$ cat config.mk
export PLATFORM = sky130hd
export DESIGN_NAME = modbus_rtu_response_receiver
export DESIGN_NICKNAME = d
export VERILOG_FILES = /design/src/rtl/core/mrr_pkg.sv /design/src/rtl/core/mrr_frame.sv /design/src/rtl/core/modbus_rtu_response_receiver.sv
export SDC_FILE = /design/constraint.sdc
export NUM_CORES = 1
export LEC_CHECK = 0
export BUFFER_PORTS_ARGS = -buffer_cell sky130_fd_sc_hd__buf_4
export CORE_ASPECT_RATIO = 1.1
export CORE_MARGIN = 2
export CORE_UTILIZATION = 50
export CTS_BUF_LIST = sky130_fd_sc_hd__clkbuf_4 sky130_fd_sc_hd__clkbuf_8 sky130_fd_sc_hd__clkbuf_16
export DETAILED_ROUTE_END_ITERATION = 8
export GPL_TIMING_DRIVEN = 0
export MAX_ROUTING_LAYER = met4
export PLACE_DENSITY = 0.69
export SYNTH_ARGS = -nofsm -noshare
export SYNTH_HDL_FRONTEND = slang
export SYNTH_SLANG_ARGS = --single-unit
$ cat constraint.sdc
create_clock -name clk -period 7.6 [get_ports clk]
set_input_delay 0.76 -clock clk [delete_from_list [all_inputs] [get_ports clk]]
set_output_delay 0.76 -clock clk [all_outputs]
set_load 0.02 [all_outputs]
$ cat src/rtl/core/mrr_pkg.sv
// Shared types, codes and helper functions for the Modbus RTU response receiver.
// Used by mrr_frame and modbus_rtu_response_receiver; depends on nothing else.
package mrr_pkg;

  // Operation codes carried on the input channel.
  localparam logic [1:0] OP_BYTE    = 2'd0;
  localparam logic [1:0] OP_START   = 2'd1;
  localparam logic [1:0] OP_TIMEOUT = 2'd2;

  // Final status codes.
  localparam logic [2:0] ST_OK      = 3'd0;
  localparam logic [2:0] ST_SLAVE   = 3'd1;
  localparam logic [2:0] ST_CRC     = 3'd2;
  localparam logic [2:0] ST_LEN     = 3'd3;
  localparam logic [2:0] ST_TIMEOUT = 3'd4;

  // CRC-16 constants (reflected polynomial, low byte sent first).
  localparam logic [15:0] CRC_INIT = 16'hFFFF;
  localparam logic [15:0] CRC_POLY = 16'hA001;

  // Function code bit that marks an exception response.
  localparam logic [7:0] FC_EXCEPTION = 8'h80;

  // Receiver phase.
  typedef enum logic [1:0] {
    PH_IDLE = 2'd0,
    PH_RECV = 2'd1
  } mrr_phase_t;

  // One input beat.
  typedef struct packed {
    logic [1:0] operation;
    logic [7:0] rx_byte;
  } mrr_in_t;

  // One result beat.
  typedef struct packed {
    logic [7:0] pdu_byte;
    logic       pdu_byte_valid;
    logic       frame_done;
    logic [2:0] status;
    logic [7:0] pdu_length;
  } mrr_out_t;

  // Result handed from the frame tracker to the output register.
  typedef struct packed {
    logic     valid;
    mrr_out_t data;
  } mrr_res_t;

  // Feeds one byte into the running CRC, one bit per step.
  function automatic logic [15:0] crc_feed(input logic [15:0] crc, input logic [7:0] b);
    logic [15:0] c;
    c = crc ^ {8'h00, b};
    for (int k = 0; k < 8; k++) begin
      if (c[0]) begin
        c = (c >> 1) ^ CRC_POLY;
      end else begin
        c = c >> 1;
      end
    end
    return c;
  endfunction

  // PDU length from function code and byte count; zero marks an unknown code.
  function automatic logic [8:0] decode_len(input logic [7:0] fc, input logic [7:0] count);
    logic [8:0] len;
    if ((fc & FC_EXCEPTION) != 8'h00) begin
      len = 9'd2;
    end else begin
      case (fc) inside
        8'h01, 8'h02, 8'h03, 8'h04, 8'h0C, 8'h14, 8'h15, 8'h17, 8'h18:
          len = 9'd2 + {1'b0, count};
        8'h05, 8'h06, 8'h08, 8'h0B, 8'h0F, 8'h10, 8'h11:
          len = 9'd5;
        8'h07:
          len = 9'd2;
        8'h16:
          len = 9'd7;
        default:
          len = 9'd0;
      endcase
    end
    return len;
  endfunction

endpackage

$ cat src/rtl/core/mrr_frame.sv
// Frame tracker: holds the per-response state and works out the result of one beat.
// Depends on mrr_pkg.
module mrr_frame #(
  parameter int MAX_ADU_BYTES = 256
) (
  input  logic              clk,
  input  logic              rst,
  input  logic              go,
  input  mrr_pkg::mrr_in_t  item,
  input  logic [7:0]        expected_slave_id,
  output mrr_pkg::mrr_res_t res
);
  import mrr_pkg::*;

  localparam logic [8:0] LenLimit = 9'(MAX_ADU_BYTES - 3);

  mrr_phase_t  phase, phase_next;
  logic [8:0]  byte_position, byte_position_next;
  logic [8:0]  frame_length, frame_length_next;
  logic [15:0] running_crc, running_crc_next;
  logic [7:0]  crc_low_byte, crc_low_byte_next;
  logic [7:0]  function_byte, function_byte_next;
  logic        slave_matched, slave_matched_next;

  logic [15:0] crc_fed;
  logic [8:0]  len;
  logic [9:0]  pos_ahead;
  logic [8:0]  pos_inc;
  logic [8:0]  pdu_len_full;

  // Shared datapath pieces for the current byte.
  assign crc_fed      = crc_feed(running_crc, item.rx_byte);
  assign len          = decode_len(function_byte, item.rx_byte);
  assign pos_ahead    = {1'b0, byte_position} + 10'd2;
  assign pos_inc      = byte_position + 9'd1;
  assign pdu_len_full = frame_length - 9'd3;

  // State register.
  always_ff @(posedge clk) begin
    if (rst) begin
      phase         <= PH_IDLE;
      byte_position <= '0;
      frame_length  <= '0;
      running_crc   <= CRC_INIT;
      crc_low_byte  <= '0;
      function_byte <= '0;
      slave_matched <= 1'b0;
    end else begin
      phase         <= phase_next;
      byte_position <= byte_position_next;
      frame_length  <= frame_length_next;
      running_crc   <= running_crc_next;
      crc_low_byte  <= crc_low_byte_next;
      function_byte <= function_byte_next;
      slave_matched <= slave_matched_next;
    end
  end

  // Next state and result of the beat being processed.
  always_comb begin
    phase_next         = phase;
    byte_position_next = byte_position;
    frame_length_next  = frame_length;
    running_crc_next   = running_crc;
    crc_low_byte_next  = crc_low_byte;
    function_byte_next = function_byte;
    slave_matched_next = slave_matched;
    res                = '0;

    if (go) begin
      case (item.operation)
        OP_START: begin
          phase_next         = PH_RECV;
          byte_position_next = '0;
          frame_length_next  = '0;
          running_crc_next   = CRC_INIT;
          crc_low_byte_next  = '0;
          function_byte_next = '0;
          slave_matched_next = 1'b0;
        end
        OP_TIMEOUT: begin
          if (phase == PH_RECV) begin
            phase_next           = PH_IDLE;
            res.valid            = 1'b1;
            res.data.frame_done  = 1'b1;
            res.data.status      = ST_TIMEOUT;
          end
        end
        OP_BYTE: begin
          if (phase == PH_RECV) begin
            if (byte_position == 9'd0) begin
              // Slave address byte: no result.
              slave_matched_next = (item.rx_byte == expected_slave_id);
              running_crc_next   = crc_fed;
              byte_position_next = 9'd1;
            end else if (byte_position == 9'd1) begin
              // Function code byte.
              function_byte_next      = item.rx_byte;
              running_crc_next        = crc_fed;
              byte_position_next      = 9'd2;
              res.valid               = 1'b1;
              res.data.pdu_byte       = item.rx_byte;
              res.data.pdu_byte_valid = 1'b1;
            end else if (byte_position == 9'd2) begin
              // Third byte settles the frame length or ends the frame.
              if (len == 9'd0 || len > LenLimit) begin
                phase_next          = PH_IDLE;
                res.valid           = 1'b1;
                res.data.frame_done = 1'b1;
                res.data.status     = ST_LEN;
              end else begin
                frame_length_next       = len + 9'd3;
                running_crc_next        = crc_fed;
                byte_position_next      = 9'd3;
                res.valid               = 1'b1;
                res.data.pdu_byte       = item.rx_byte;
                res.data.pdu_byte_valid = 1'b1;
              end
            end else if (pos_ahead < {1'b0, frame_length}) begin
              // Body of the PDU.
              running_crc_next        = crc_fed;
              byte_position_next      = pos_inc;
              res.valid               = 1'b1;
              res.data.pdu_byte       = item.rx_byte;
              res.data.pdu_byte_valid = 1'b1;
            end else if (pos_ahead == {1'b0, frame_length}) begin
              // Low CRC byte is held for the final compare.
              crc_low_byte_next  = item.rx_byte;
              byte_position_next = pos_inc;
            end else begin
              // High CRC byte: report the final status.
              phase_next          = PH_IDLE;
              byte_position_next  = pos_inc;
              res.valid           = 1'b1;
              res.data.frame_done = 1'b1;
              if (!slave_matched) begin
                res.data.status = ST_SLAVE;
              end else if ({item.rx_byte, crc_low_byte} != running_crc) begin
                res.data.status = ST_CRC;
              end else begin
                res.data.status     = ST_OK;
                res.data.pdu_length = pdu_len_full[7:0];
              end
            end
          end
        end
        default: begin
          // Unused operation code: ignored.
        end
      endcase
    end
  end

endmodule

$ cat src/rtl/core/modbus_rtu_response_receiver.sv
// Modbus RTU response receiver top level: input register, frame tracker and result register.
// Depends on mrr_pkg and mrr_frame.
//
// Usage: each input beat carries an operation (received byte, start of a new
// response, or receive timeout) and the byte itself. Beats are taken on the
// in channel with valid and ready; results leave on the out channel the same
// way. A beat gives at most one result: a tentative PDU byte as it arrives,
// or a final beat with frame_done set and the status (ok, wrong slave, CRC
// mismatch, bad length or function, timeout) and, when ok, the PDU length.
// The slave address and low CRC bytes give no result.
// An accepted beat passes the input register, then the result register, before
// its result leaves. One beat is accepted every cycle while the out side does
// not stall, as the CRC update and length decode behind the input register are
// combinational. When the out side stalls, the result register and then the
// input register fill, and in_ready drops until the out side takes a beat. The
// user must write the slave address register through cfg_we and cfg_wdata while
// the block is idle; the block does not enforce it. Synchronous reset empties
// both registers, zeroes the slave address and leaves the receiver awaiting a start.
module modbus_rtu_response_receiver #(
  parameter int MAX_ADU_BYTES = 256
) (
  input  logic             clk,
  input  logic             rst,
  input  logic             in_valid,
  output logic             in_ready,
  input  mrr_pkg::mrr_in_t in_data,
  output logic             out_valid,
  input  logic             out_ready,
  output mrr_pkg::mrr_out_t out_data,
  input  logic             cfg_we,
  input  logic [7:0]       cfg_wdata
);
  import mrr_pkg::*;

  logic      in_full;
  mrr_in_t   in_q;
  logic      go;
  mrr_res_t  res;
  logic      out_full;
  mrr_out_t  out_q;
  logic [7:0] expected_slave_id;

  // A held beat is processed when the result register can take its result.
  assign go        = in_full && (!out_full || out_ready);
  assign in_ready  = !in_full || go;
  assign out_valid = out_full;
  assign out_data  = out_q;

  // Configuration register.
  always_ff @(posedge clk) begin
    if (rst) begin
      expected_slave_id <= '0;
    end else if (cfg_we) begin
      expected_slave_id <= cfg_wdata;
    end
  end

  // Input register.
  always_ff @(posedge clk) begin
    if (rst) begin
      in_full <= 1'b0;
    end else if (in_ready) begin
      in_full <= in_valid;
    end
  end

  always_ff @(posedge clk) begin
    if (in_valid && in_ready) begin
      in_q <= in_data;
    end
  end

  // Frame tracking and result decode.
  mrr_frame #(
    .MAX_ADU_BYTES(MAX_ADU_BYTES)
  ) u_frame (
    .clk              (clk),
    .rst              (rst),
    .go               (go),
    .item             (in_q),
    .expected_slave_id(expected_slave_id),
    .res              (res)
  );

  // Result register.
  always_ff @(posedge clk) begin
    if (rst) begin
      out_full <= 1'b0;
    end else if (go) begin
      out_full <= res.valid;
    end else if (out_ready) begin
      out_full <= 1'b0;
    end
  end

  always_ff @(posedge clk) begin
    if (go && res.valid) begin
      out_q <= res.data;
    end
  end

endmodule
======== Word-level counts from Yosys, hierarchy flattened ========
Index checks and enable logic that the tools add are counted.
operators by class
  add/subtract/negate cells ............... 5
  $lt $le $gt $ge ......................... 2
  equal/unequal tests ..................... 42
  multiplexer cells ....................... 81
  bitwise gates (word level) .............. 13
  reductions and logical operators ........ 25
operator list
  cell                  count
  $mux 16               14
  $mux 9                17
  $mux 8                13
  $mux 22               3
  $eq 8x5->1 const B    7
  $mux 12               3
  $pmux 9 s2            2
  $eq 8x3->1 const B    4
  $eq 8x4->1 const B    4
  $pmux 16 s2           1
  $pmux 8 s2            2
  $not 2->3             8
  $logic_not 9->1       2
  $mux 2                9
  $eq 8x2->1 const B    2
  $ne 16x16->1          1
  $xor 16x8->16         1
  $mux 14               1
  $ne 2x1->1 const B    6
  $add 9x2->10 const B  1
  $eq 10x9->1           1
  $lt 10x9->1           1
  $mux 10               1
  $ne 2x2->1 const B    5
  other kinds (37)      59
word-level totals
  register bits ........................... 94
  input bits .............................. 23
  output and inout port bits .............. 23

======== Longest topological paths before layout ========
Gate-level depths: netlist of run 1.
  depth after elaboration ................. 23
  mapped depth ............................ 15

======== Cells and area by module ========
Synthesis of run 1 repeated with hierarchy kept, for this count alone.
second synthesis, totals
  cell total of the unflattened synthesis .. 603
  area, all modules ....................... 5398.9 um^2
modules (own cells, without submodules)
  module                        times used  cells an instance  area each (um^2)  sequential area each (um^2)
  mrr_frame                     1           535                4091.4            1041.0
  modbus_rtu_response_receiver  1           68                 1307.5            1131.1

======== Worst setup path after synthesis of run 1 ========
OpenSTA, ideal clock, no wires.
  path kind ............................... register to register
  from .................................... reg u_frame.byte_position[1]
  to ...................................... reg out_q (netlist bit out_data[0]) (enable)
  setup time .............................. 0.399 ns
  data arrival time ....................... 3.110 ns
  data required time ...................... 7.201 ns
  path slack .............................. 4.091 ns
  stages on the path, launching flop included .. 13
  clock period less this slack ............ 3.509 ns
  path through ............................ dfxtp_1 -> ha_1 -> nand3_1 -> nor2_1 -> xor2_1 -> ha_1 -> o21ai_0 -> nor2_1 -> nor2_1 -> a21oi_1 -> nor2_1 -> a21oi_1 -> nor2_1
on the way
  cells in the longest elaborated chain, start to end .. 11
  elaborated cells between the ends (all ways) .. 15
ends and longest elaborated chain
  element                                                               RTL line                            text
  from (decl)                                                           mrr_frame.sv:18                     logic [8:0] byte_position, byte_position_next;
  from (signal assigned)                                                mrr_frame.sv:50                     byte_position <= byte_position_next;
  parallel branches: the longest is 6 deep, another holds $add 9x2->10  --
  $mux 22 *                                                             mrr_frame.sv:91                     if (byte_position == 9'd0) begin
  $mux 22 *                                                             mrr_frame.sv:90                     if (phase == PH_RECV) begin
  $pmux 1 s2 *                                                          mrr_frame.sv:71                     case (item.operation)
  $mux 22 *                                                             mrr_frame.sv:70                     if (go) begin
  $logic_and 1x1->1 *                                                   modbus_rtu_response_receiver.sv:97  if (go && res.valid) begin
  to (signal assigned)                                                  modbus_rtu_response_receiver.sv:98  out_q <= res.data;
  to (decl)                                                             modbus_rtu_response_receiver.sv:40  mrr_out_t out_q;
Every way passes the cells marked *.
A chain may end at the register's enable or synchronous reset.

======== Worst setup path after layout of run 1 ========
  from .................................... reg u_frame.function_byte[1]
  to ...................................... reg out_q (netlist bit out_data[17]), data pin
on the way
  cells in the longest elaborated chain, start to end .. 11
  elaborated cells between the ends (all ways) .. 31
ends and longest elaborated chain
  element                                               RTL line          text
  from (decl)                                           mrr_frame.sv:22   logic [7:0] function_byte, function_byte_next;
  from (signal assigned)                                mrr_frame.sv:54   function_byte <= function_byte_next;
  $eq 8x5->1                                            mrr_frame.sv:33   assign len = decode_len(function_byte, item.rx_byte);
  $mux 3                                                mrr_pkg.sv:71     case (fc) inside
  $mux 9 (2 in a row)                                   mrr_pkg.sv:71
  $mux 9 *                                              mrr_pkg.sv:71
  $mux 9 *                                              mrr_pkg.sv:68     if ((fc & FC_EXCEPTION) != 8'h00) begin
  $gt 9x8->1 / $logic_not 9->1 (equally long branches)  mrr_frame.sv:106  if (len == 9'd0 || len > LenLimit) begin
  $logic_or 1x1->1 *                                    mrr_frame.sv:106
  $mux 9 *                                              mrr_frame.sv:106
  $mux 14 *                                             mrr_frame.sv:104  end else if (byte_position == 9'd2) begin
  $mux 10 *                                             mrr_frame.sv:96   end else if (byte_position == 9'd1) begin
Every way passes the cells marked *; elsewhere a longest branch is shown, timed or not.

==> results of run 1 <==
synthesized netlist by cell type, types with 4 or more instances:
cell	instances
nor2_1	73
dfxtp_1	62
nand2_1	45
xor2_1	37
xnor2_1	33
edfxtp_1	31
a21oi_1	28
mux2i_1	26
ha_1	21
nand3_1	21
inv_1	19
and3_1	16
nand4_1	16
clkbuf_1	14
nor3_1	13
o21ai_0	11
buf_2	8
or3_1	7
and2_1	6
nor4_1	6
a31oi_1	5
buf_4	5
o2bb2ai_1	5
a211oi_1	4
a22o_1	4
buf_6	4
nand2b_1	4
routing by layer:
layer  vias up  share of wire
met5         -              0
met4         0          0.019
met3        20          0.045
met2       137           0.48
met1      2146           0.46
li1       2226              -
cell families after synthesis:
family / after synthesis / synth area share
flip-flops: 93 / 0.390
adder cells (fa/ha/maj): 21 / 0.0472
AO/OA/AOI/OAI: 100 / 0.139
AND/OR/NAND/NOR: 230 / 0.208
multiplexers: 29 / 0.0528
XOR/XNOR: 71 / 0.113
buffers and inverters: 54 / 0.0494
worst reg2reg max path: stages, from the launching register on:
cell and delay, ns:
dfxtp_1 0.37, buf_6 0.16, nor3b_1 0.21, a221oi_1 0.07, nor2_1 0.17, o21ai_2 0.12, o21ai_0 0.35, ha_1 0.30
or4b_1 0.45, a211oi_1 0.20, a31oi_1 0.09, o21a_4 0.28, a31oi_1 0.23, o22ai_2 0.20, and3_1 0.24
worst max path at each step:
stage                                   from      endpoint  slack, ns  cells past startpoint
floorplan           u_frame.byte_position[1]   out_data[0]       4.09                     12
global placement    u_frame.byte_position[1]  out_data[14]       3.40                     12
detailed placement  u_frame.function_byte[1]  out_data[17]       3.99                     14
CTS                 u_frame.function_byte[1]  out_data[17]       3.92                     14
global route        u_frame.function_byte[1]  out_data[17]       3.58                     14
finish              u_frame.function_byte[1]  out_data[17]       3.90                     14
power groups by stage:
stage          registers, mW  clock network [mW]  logic [mW]
2_1_floorplan          0.536                   0      0.0993
3_3_place_gp           0.537                   0       0.132
3_5_place_dp           0.537                   0       0.135
4_1_cts                0.526               0.458       0.137
5_1_grt                0.527               0.479       0.151
6_report               0.526               0.453       0.138
state kept, by name, indices dropped and copies added, names as in the netlist:
name	flops
u_frame.crc_low_byte	8
u_frame.frame_length	9
u_frame.phase	1
u_frame.function_byte	8
u_frame.slave_matched	1
u_frame.running_crc	16
in_full	1
expected_slave_id	8
out_data	21
u_frame.byte_position	9
in_q	10
out_valid	1
metrics by stage:
stage	instances	hold WS, ns	setup WS (ns)
floorplan	598	0.432	4.09
global placement	788	0.455	3.40
detailed placement	789	0.460	3.99
CTS	805	0.475	3.92
global route	805	0.494	3.58
finish	805	0.477	3.90
layout by cell type (no fill, tap or decap), drive strengths merged, types with 3 or more instances in the layout:
| cell | instances |
|---|---|
| nor3 | 13 |
| nand4 | 16 |
| xnor2 | 34 |
| mux2i | 26 |
| clkinvlp | 3 |
| or3 | 7 |
| nor4 | 8 |
| xor2 | 37 |
| o21ai | 17 |
| a31oi | 7 |
| mux2 | 3 |
| edfxtp | 31 |
| nand2 | 47 |
| o22ai | 3 |
| o2bb2ai | 5 |
| nor2 | 73 |
| a21o | 3 |
| buf | 63 |
| dfxtp | 62 |
| o21a | 4 |
| nand3 | 21 |
| nor3b | 3 |
| a21oi | 29 |
| a211oi | 6 |
| a22o | 4 |
| and2 | 7 |
| clkbuf | 25 |
| nand2b | 4 |
| nor2b | 3 |
| inv | 20 |
| and3 | 16 |
| ha | 21 |
| a2111oi | 3 |
| o211ai | 4 |
cell type report:
class,instances,share of cell area
buffer,35,0.0319
clock buffer,9,0.0352
clock inverter,7,0.0116
inverter,19,0.0112
multi-input combinational,451,0.489
sequential,93,0.340
tap,147,0.0288
timing repair buffer,44,0.0529
==> out/results.txt, run 1 <==
Leakage - 2.40 nW
Max Cap Violations - 0
Core Util, Final - 0.586
Multi-input gate area - 3120 um2
DR pass1 iterations - 5
Yosys top cell area share - 0.223
Synth area leaders - dfxtp_1, edfxtp_1, xor2_1
RR Endpoint - out_data[17]
busiest grt layer - met2
share of cells above drive strength 1 - 0.161
remaining global-route overflow - 0
CTS HTree Levels - 3
cts bufs inserted - 9
ys flop type - dfxtp_1
power share of the sequential group - 0.471
post-synth top area cell - dfxtp_1
Worst R2R Start - u_frame.function_byte[1]
CTS tree - yes
Die Span Y - 115 um
Post-Syn Nets - 642
DRT antenna net count - 0
Net Sw Frac - 0.256
worst r2r path cells - 14
Post-DP Area - 6090 um2
Worst Setup Start Kind - flop
slew margin rel. - 0.407
sw power - 286 uW
CP Class - reg2reg
largest net degree at the start of global routing - 22
most frequent CP cell - a31oi_1
CTS Buffer Depth - 2
CTS Hold Buffers Added - 0
crit path buf inv count - 1
setup bufs post-CTS - 0
HP Start - u_frame.crc_low_byte[0]
vias in the first global route - 4445
internal power - 831 uW
total routed wirelength - 13200 um
DRC viols - 0
Final Net Count - 697
Fmax - 270 MHz
WL per Instance - 16.4 um
RSZ-0062 raised after global routing - false
CP endpoint kind - flop
HP Class - reg2reg
first-pass GRT wire length - 21800 um
Worst path max stage delay - 0.45 ns
Starting Density - 0.510
synthesized flop and latch total - 93
Worst-path clk slew - 0.07 ns
Mapped Area - 5570 um2
Worst Hold Endpoint - u_frame.crc_low_byte[0]
Mapped Avg Cell Area - 9.31 um2
Arr. time, crit path - 3.80 ns
grt met2 use - 0.389
Comb power frac - 0.124
Synth async-reset ratio - 0
Yosys cell types - 76
Power Density - 175 nW/um2
register area - 2170 um2
r2r setup slk - 3.90 ns
synthesis-to-finish area growth - 14.8%
Die X - 105 um
top cell family by delay on the critical path - compound AO/OA/AOI/OAI gates
worst-skew pair later-pin latency - 0.35 ns
worst-path maximum fanout - 10
RePlAce Congestion - 0.886
WP data required - 7.70 ns
met3 Usage GRT - 0.0239
sequential element share of the synthesized area - 0.390
outcome - finished, final reports clean
CP max-delay cell - or4b_1
CTS root buf - clkbuf_16
EDFF count, synth - 31
Clock Power Share - 0.405
Via-to-Cell Ratio - 5.63
PortBufs - 43
fill cell count - 965
Peak VDD IR - 0.118 mV
Hold Crit Depth - 2
critical-path cell list - buf_6 -> nor3b_1 -> a221oi_1 -> nor2_1 -> o21ai_2 -> o21ai_0 -> ha_1 -> or4b_1 -> a211oi_1 -> a31oi_1 -> o21a_4 -> a31oi_1 -> o22ai_2 -> and3_1
post-layout min period - 3.70 ns
core area - 10900 um2
Post-Synthesis Cells - 598
fin crit share - 0.487
# resized after CTS - 0
clk_skew - 0.00700 ns
Diodes inserted - 0
total global-route track usage - 0.235
initial antenna violation count - 0
Ys Warns - 0
die area - 12000 um2
Cell Rows - 40
grt met1 use - 0.295
DP HPWL - 9810 um
Final Hold Fails - 0
worst slew pin tran - 0.890 ns
post-route cell area - 6390 um2
setup TNS - 0 ns
total power draw - 1.12 mW
final setup fails - 0
CTS sink cnt - 93
initial drt markers - 415
Ports - 46
fin. max-slew vios - 0
vias post-DR - 4529
No activity file was read; power rests on OpenSTA's default activity.
==> inputs of run 2 (changes only) <==
- clock period: 7.6 -> 3.7 ns (I/O delays scaled with it)
==> out/results.txt, run 2 (same netlist as run 1, synthesis figures left out) <==
Max Cap Violations - 0 (unchanged)
crit path buf inv count - 1 (unchanged)
Fmax - 285 MHz (was 270 MHz)
initial drt markers - 368 (was 415)
most frequent CP cell - a31oi_1 (unchanged)
Worst path max stage delay - 0.44 ns (was 0.45 ns)
max reg flops - 21 (unchanged)
Peak VDD IR - 0.243 mV (was 0.118 mV)
synthesis-to-finish area growth - 15.2% (was 14.8%)
DR pass1 iterations - 4 (was 5)
fin. max-slew vios - 0 (unchanged)
die area - 12000 um2 (unchanged)
internal power - 1.71 mW (was 831 uW)
sw power - 587 uW (was 286 uW)
remaining global-route overflow - 0 (unchanged)
Worst-path clk slew - 0.07 ns (about the same)
Diodes inserted - 0 (unchanged)
placed cell count - 789 (unchanged)
CTS tree - yes (unchanged)
Ports - 46 (unchanged)
WP data required - 3.80 ns (was 7.70 ns)
largest net degree at the start of global routing - 22 (unchanged)
worst slew pin tran - 0.672 ns (was 0.890 ns)
first-pass GRT wire length - 21800 um (unchanged)
Arr. time, crit path - 3.61 ns (was 3.80 ns)
CTS root buf - clkbuf_16 (unchanged)
outcome - finished, final reports clean (unchanged)
CP max-delay cell - or4b_1 (unchanged)
top cell family by delay on the critical path - compound AO/OA/AOI/OAI gates (unchanged)
power share of the sequential group - 0.471 (about the same)
HP Start - in_data[5] (was u_frame.crc_low_byte[0])
HP Class - in2reg (was reg2reg)
worst-skew pair later-pin latency - 0.35 ns (about the same)
CTS sink cnt - 93 (unchanged)
initial antenna violation count - 0 (unchanged)
total routed wirelength - 13200 um (about the same)
Cell Rows - 40 (unchanged)
PortBufs - 43 (unchanged)
Worst Setup SP - in_q[1] (was u_frame.function_byte[1])
CP endpoint kind - flop (unchanged)
Via-to-Cell Ratio - 5.61 (was 5.63)
Worst R2R Start - in_q[1] (was u_frame.function_byte[1])
CTS HTree Levels - 3 (unchanged)
slew margin rel. - 0.552 (was 0.407)
CTS Buffer Depth - 2 (unchanged)
DRT antenna net count - 0 (unchanged)
Leakage - 2.41 nW (was 2.40 nW)
Power Density - 358 nW/um2 (was 175 nW/um2)
most frequent cells in the layout - nor2_1, dfxtp_1, buf_4 (unchanged)
worst-path maximum fanout - 10 (unchanged)
Final Net Count - 698 (was 697)
WL per Instance - 16.3 um (was 16.4 um)
total global-route track usage - 0.235 (unchanged)
core area - 10900 um2 (unchanged)
share of cells above drive strength 1 - 0.168 (was 0.161)
Multi-input gate area - 3140 um2 (was 3120 um2)
Comb power frac - 0.124 (about the same)
register area - 2170 um2 (unchanged)
fill cell count - 963 (was 965)
CP Class - reg2reg (unchanged)
commonest non-fill, non-tap cell in the layout - nor2_1 (unchanged)
Die X - 105 um (unchanged)
RSZ-0062 raised after global routing - false (unchanged)
DRC viols - 0 (unchanged)
post-layout min period - 3.51 ns (was 3.70 ns)
Starting Density - 0.510 (unchanged)
Clock Power Share - 0.405 (about the same)
Net Sw Frac - 0.256 (about the same)
worst setup margin - 0.190 ns (was 3.90 ns)
Die Span Y - 115 um (unchanged)
Worst Setup Start Kind - flop (unchanged)
RePlAce Congestion - 0.886 (unchanged)
vias in the first global route - 4445 (unchanged)
Final Hold Fails - 0 (unchanged)
fin crit share - 0.949 (was 0.487)
DP HPWL - 9810 um (unchanged)
critical-path cell list - clkbuf_4 -> nor2_1 -> o211ai_1 -> a31o_2 -> nand2_1 -> a21oi_1 -> ha_2 -> or4b_1 -> a211oi_1 -> a31oi_1 -> o21a_4 -> a31oi_1 -> o22ai_2 -> and3_1 (was buf_6 -> nor3b_1 -> a221oi_1 -> nor2_1 -> o21ai_2 -> o21ai_0 -> ha_1 -> or4b_1 -> a211oi_1 -> a31oi_1 -> o21a_4 -> a31oi_1 -> o22ai_2 -> and3_1)
vias post-DR - 4525 (was 4529)
clk_skew - 0.00730 ns (was 0.00700 ns)
cts bufs inserted - 9 (unchanged)
Finished Layout Cells - 806 (was 805)
final setup fails - 0 (unchanged)
CTS Hold Buffers Added - 0 (unchanged)
worst slack, placed - 0.0909 ns (was 3.99 ns)
==> run 2: layout make-up <==
class | count | share of cell area
multi-input cells | 451 | 0.489
inverters | 19 | 0.0111
clock buffers | 9 | 0.0351
repair buffers | 45 | 0.0538
clock inverters | 7 | 0.0115
flip-flops and latches | 93 | 0.339
well taps | 147 | 0.0287
plain buffers | 35 | 0.0322
==> run 2: final timing paths <==
kind / endpoint / slack (ns) / cells past startpoint
setup / recovery: out_data[17] / 0.19 / 14
hold / removal: in_q[5] / 0.20 / 1
setup reg to reg: out_data[17] / 0.19 / 14
hold reg to reg: u_frame.crc_low_byte[0] / 0.48 / 2
==> run 2: per-layer routing <==
layer | global-route usage | vias to the layer above | share of wire | routed length (um)
met1 | 0.295 | 2169 | 0.46 | 6000
li1 | - | 2235 | - | -
met2 | 0.389 | 108 | 0.49 | 6410
met4 | 0.0978 | 0 | 0.015 | 191
met5 | - | - | 0 | 0
met3 | 0.0239 | 13 | 0.043 | 570
==> run 2: worst register-to-register path: cells and delay by family, from the launching register on <==
| kind | cells | cell delay (ns) |
|---|---|---|
| AO/OA/AOI/OAI | 8 | 1.51 |
| AND/OR/NAND/NOR | 4 | 0.82 |
| flip-flops | 1 | 0.40 |
| buffers and inverters | 1 | 0.27 |
| adder cells (fa/ha/maj) | 1 | 0.27 |
==> run 2: stage by stage <==
stage	setup TNS [ns]	hold WS, ns	total power [mW]	utilization	cell area [um2]
floorplan	0	0.432	1.31	-	5570
global placement	-10.43	0.455	1.38	0.557	6070
detailed placement	0	0.460	1.38	0.558	6090
CTS	0	0.189	2.30	0.586	6390
global route	0	0.193	2.38	0.588	6420
finish	0	0.199	2.30	0.588	6420
==> run 2: power groups by stage <==
| stage | clock [mW] | combinational (mW) | sequential (mW) |
|---|---|---|---|
| 2_1_floorplan | 0 | 0.204 | 1.10 |
| 4_1_cts | 0.941 | 0.281 | 1.08 |
| 3_5_place_dp | 0 | 0.278 | 1.10 |
| 5_1_grt | 0.985 | 0.312 | 1.08 |
| 3_3_place_gp | 0 | 0.272 | 1.10 |
| 6_report | 0.929 | 0.285 | 1.08 |
==> run 2: what timing repair did <==
item / 4_1_cts / 5_1_grt
gates resized for setup: 0 / 6
endpoints found under the setup margin: 0 / 61
buffers inserted: 0 / 1
==> inputs of run 3 (changes only) <==
- PLACE_DENSITY: 0.69 -> 0.65
==> out/results.txt, run 3 (same netlist as run 1, synthesis figures left out) <==
outcome - finished, final reports clean (unchanged)
DP HPWL - 10000 um (was 9810 um)
Starting Density - 0.510 (unchanged)
CTS Buffer Depth - 2 (unchanged)
remaining global-route overflow - 0 (unchanged)
vias in the first global route - 4484 (was 4445)
core area - 10900 um2 (unchanged)
initial drt markers - 314 (was 368)
Power Density - 365 nW/um2 (was 358 nW/um2)
CTS HTree Levels - 3 (unchanged)
CTS sink cnt - 93 (unchanged)
CP endpoint kind - flop (unchanged)
Max Cap Violations - 0 (unchanged)
share of cells above drive strength 1 - 0.175 (was 0.168)
total power draw - 2.37 mW (was 2.30 mW)
register area - 2170 um2 (unchanged)
total global-route track usage - 0.238 (was 0.235)
Die Span Y - 115 um (unchanged)
WP data required - 3.80 ns (about the same)
Via-to-Cell Ratio - 5.68 (was 5.61)
final setup fails - 0 (unchanged)
PortBufs - 43 (unchanged)
synthesis-to-finish area growth - 16.9% (was 15.2%)
RSZ-0062 raised after global routing - false (unchanged)
Peak VDD IR - 0.206 mV (was 0.243 mV)
Final Net Count - 701 (was 698)
DR pass1 iterations - 5 (was 4)
fill cell count - 1006 (was 963)
Ports - 46 (unchanged)
fin crit share - 0.937 (was 0.949)
CTS Hold Buffers Added - 0 (unchanged)
Cell Rows - 40 (unchanged)
WL per Instance - 16.6 um (was 16.3 um)
Diodes inserted - 0 (unchanged)
Arr. time, crit path - 3.57 ns (was 3.61 ns)
DRC viols - 0 (unchanged)
commonest non-fill, non-tap cell in the layout - nor2_1 (unchanged)
vias post-DR - 4595 (was 4525)
initial antenna violation count - 0 (unchanged)
most frequent cells in the layout - nor2_1, dfxtp_1, buf_4 (unchanged)
CTS root buf - clkbuf_16 (unchanged)
cts bufs inserted - 9 (unchanged)
Core Util, Final - 0.596 (was 0.588)
Worst-path clk slew - 0.07 ns (about the same)
worst-path maximum fanout - 10 (unchanged)
fin. max-slew vios - 0 (unchanged)
first-pass GRT wire length - 22000 um (was 21800 um)
largest net degree at the start of global routing - 17 (was 22)
DRT antenna net count - 0 (unchanged)
total routed wirelength - 13500 um (was 13200 um)
Multi-input gate area - 3180 um2 (was 3140 um2)
Die X - 105 um (unchanged)
worst slew pin tran - 0.772 ns (was 0.672 ns)
Leakage - 2.44 nW (was 2.41 nW)
worst-skew pair later-pin latency - 0.35 ns (about the same)
CTS tree - yes (unchanged)
post-layout min period - 3.47 ns (was 3.51 ns)
Final Hold Fails - 0 (unchanged)
RePlAce Congestion - 0.870 (was 0.886)
clk_skew - 0.00580 ns (was 0.00730 ns)
Fmax - 288 MHz (was 285 MHz)
slew margin rel. - 0.485 (was 0.552)
max reg flops - 21 (unchanged)
CP Class - reg2reg (unchanged)
die area - 12000 um2 (unchanged)
Worst Setup Start Kind - flop (unchanged)
HP Class - in2reg (unchanged)
## run 3: routing by layer
| metal | track usage | part of all wire | up-vias |
|---|---|---|---|
| met4 | 0.0782 | 0.020 | 0 |
| met2 | 0.392 | 0.48 | 139 |
| met1 | 0.303 | 0.45 | 2183 |
| li1 | - | - | 2244 |
| met3 | 0.0341 | 0.045 | 29 |
| met5 | - | 0 | - |
## run 3: worst paths after layout
kind / slack (ns) / startpoint / end / cells past startpoint
worst max-delay path: 0.23 / in_q[1] / out_data[17] / 14
worst max register to register: 0.23 / in_q[1] / out_data[17] / 14
worst min-delay path: 0.20 / in_data[2] / in_q[2] / 1
worst min register to register: 0.48 / u_frame.frame_length[8] / u_frame.frame_length[8] / 1
## run 3: critical path, cell delays in order, from the launching register on
cell,delay [ns]
edfxtp_1,0.42
clkbuf_4,0.28
nor2_1,0.06
o211ai_1,0.07
a31o_2,0.20
nand2_1,0.07
a21oi_1,0.24
ha_2,0.27
or4b_1,0.47
a211oi_2,0.19
a31oi_1,0.08
o21a_4,0.28
a31oi_2,0.22
o22ai_4,0.14
and3_1,0.22
## run 3: what timing repair did
action,4_1_cts,5_1_grt
buffers inserted,0,4
setup endpoints to repair,0,57
gates resized for setup,0,11
hold endpoints to repair,0,0
## run 3: power breakdown
part	leakage [nW]	internal [mW]	switching, mW
clock network	0.158	0.597	0.407
registers	0.792	1.07	0.0128
logic	1.49	0.116	0.171
## run 3: through the flow
stage | setup WS (ns) | area, um2 | cells | hold WS, ns | setup TNS (ns)
2_1_floorplan | 0.191 | 5570 | 598 | 0.432 | 0
3_3_place_gp | -0.567 | 6070 | 788 | 0.455 | -11.88
3_5_place_dp | 0.0646 | 6090 | 789 | 0.464 | 0
4_1_cts | 0.0335 | 6410 | 805 | 0.190 | 0
5_1_grt | 0.00710 | 6510 | 809 | 0.185 | 0
6_report | 0.233 | 6510 | 809 | 0.197 | 0
## run 3: cell type report
type	count	area share
sequential	93	0.334
inverter	19	0.0110
clock inverter	7	0.0150
timing repair buffer	48	0.0565
clock buffer	9	0.0346
multi-input combinational	451	0.489
tap	147	0.0283
buffer	35	0.0317
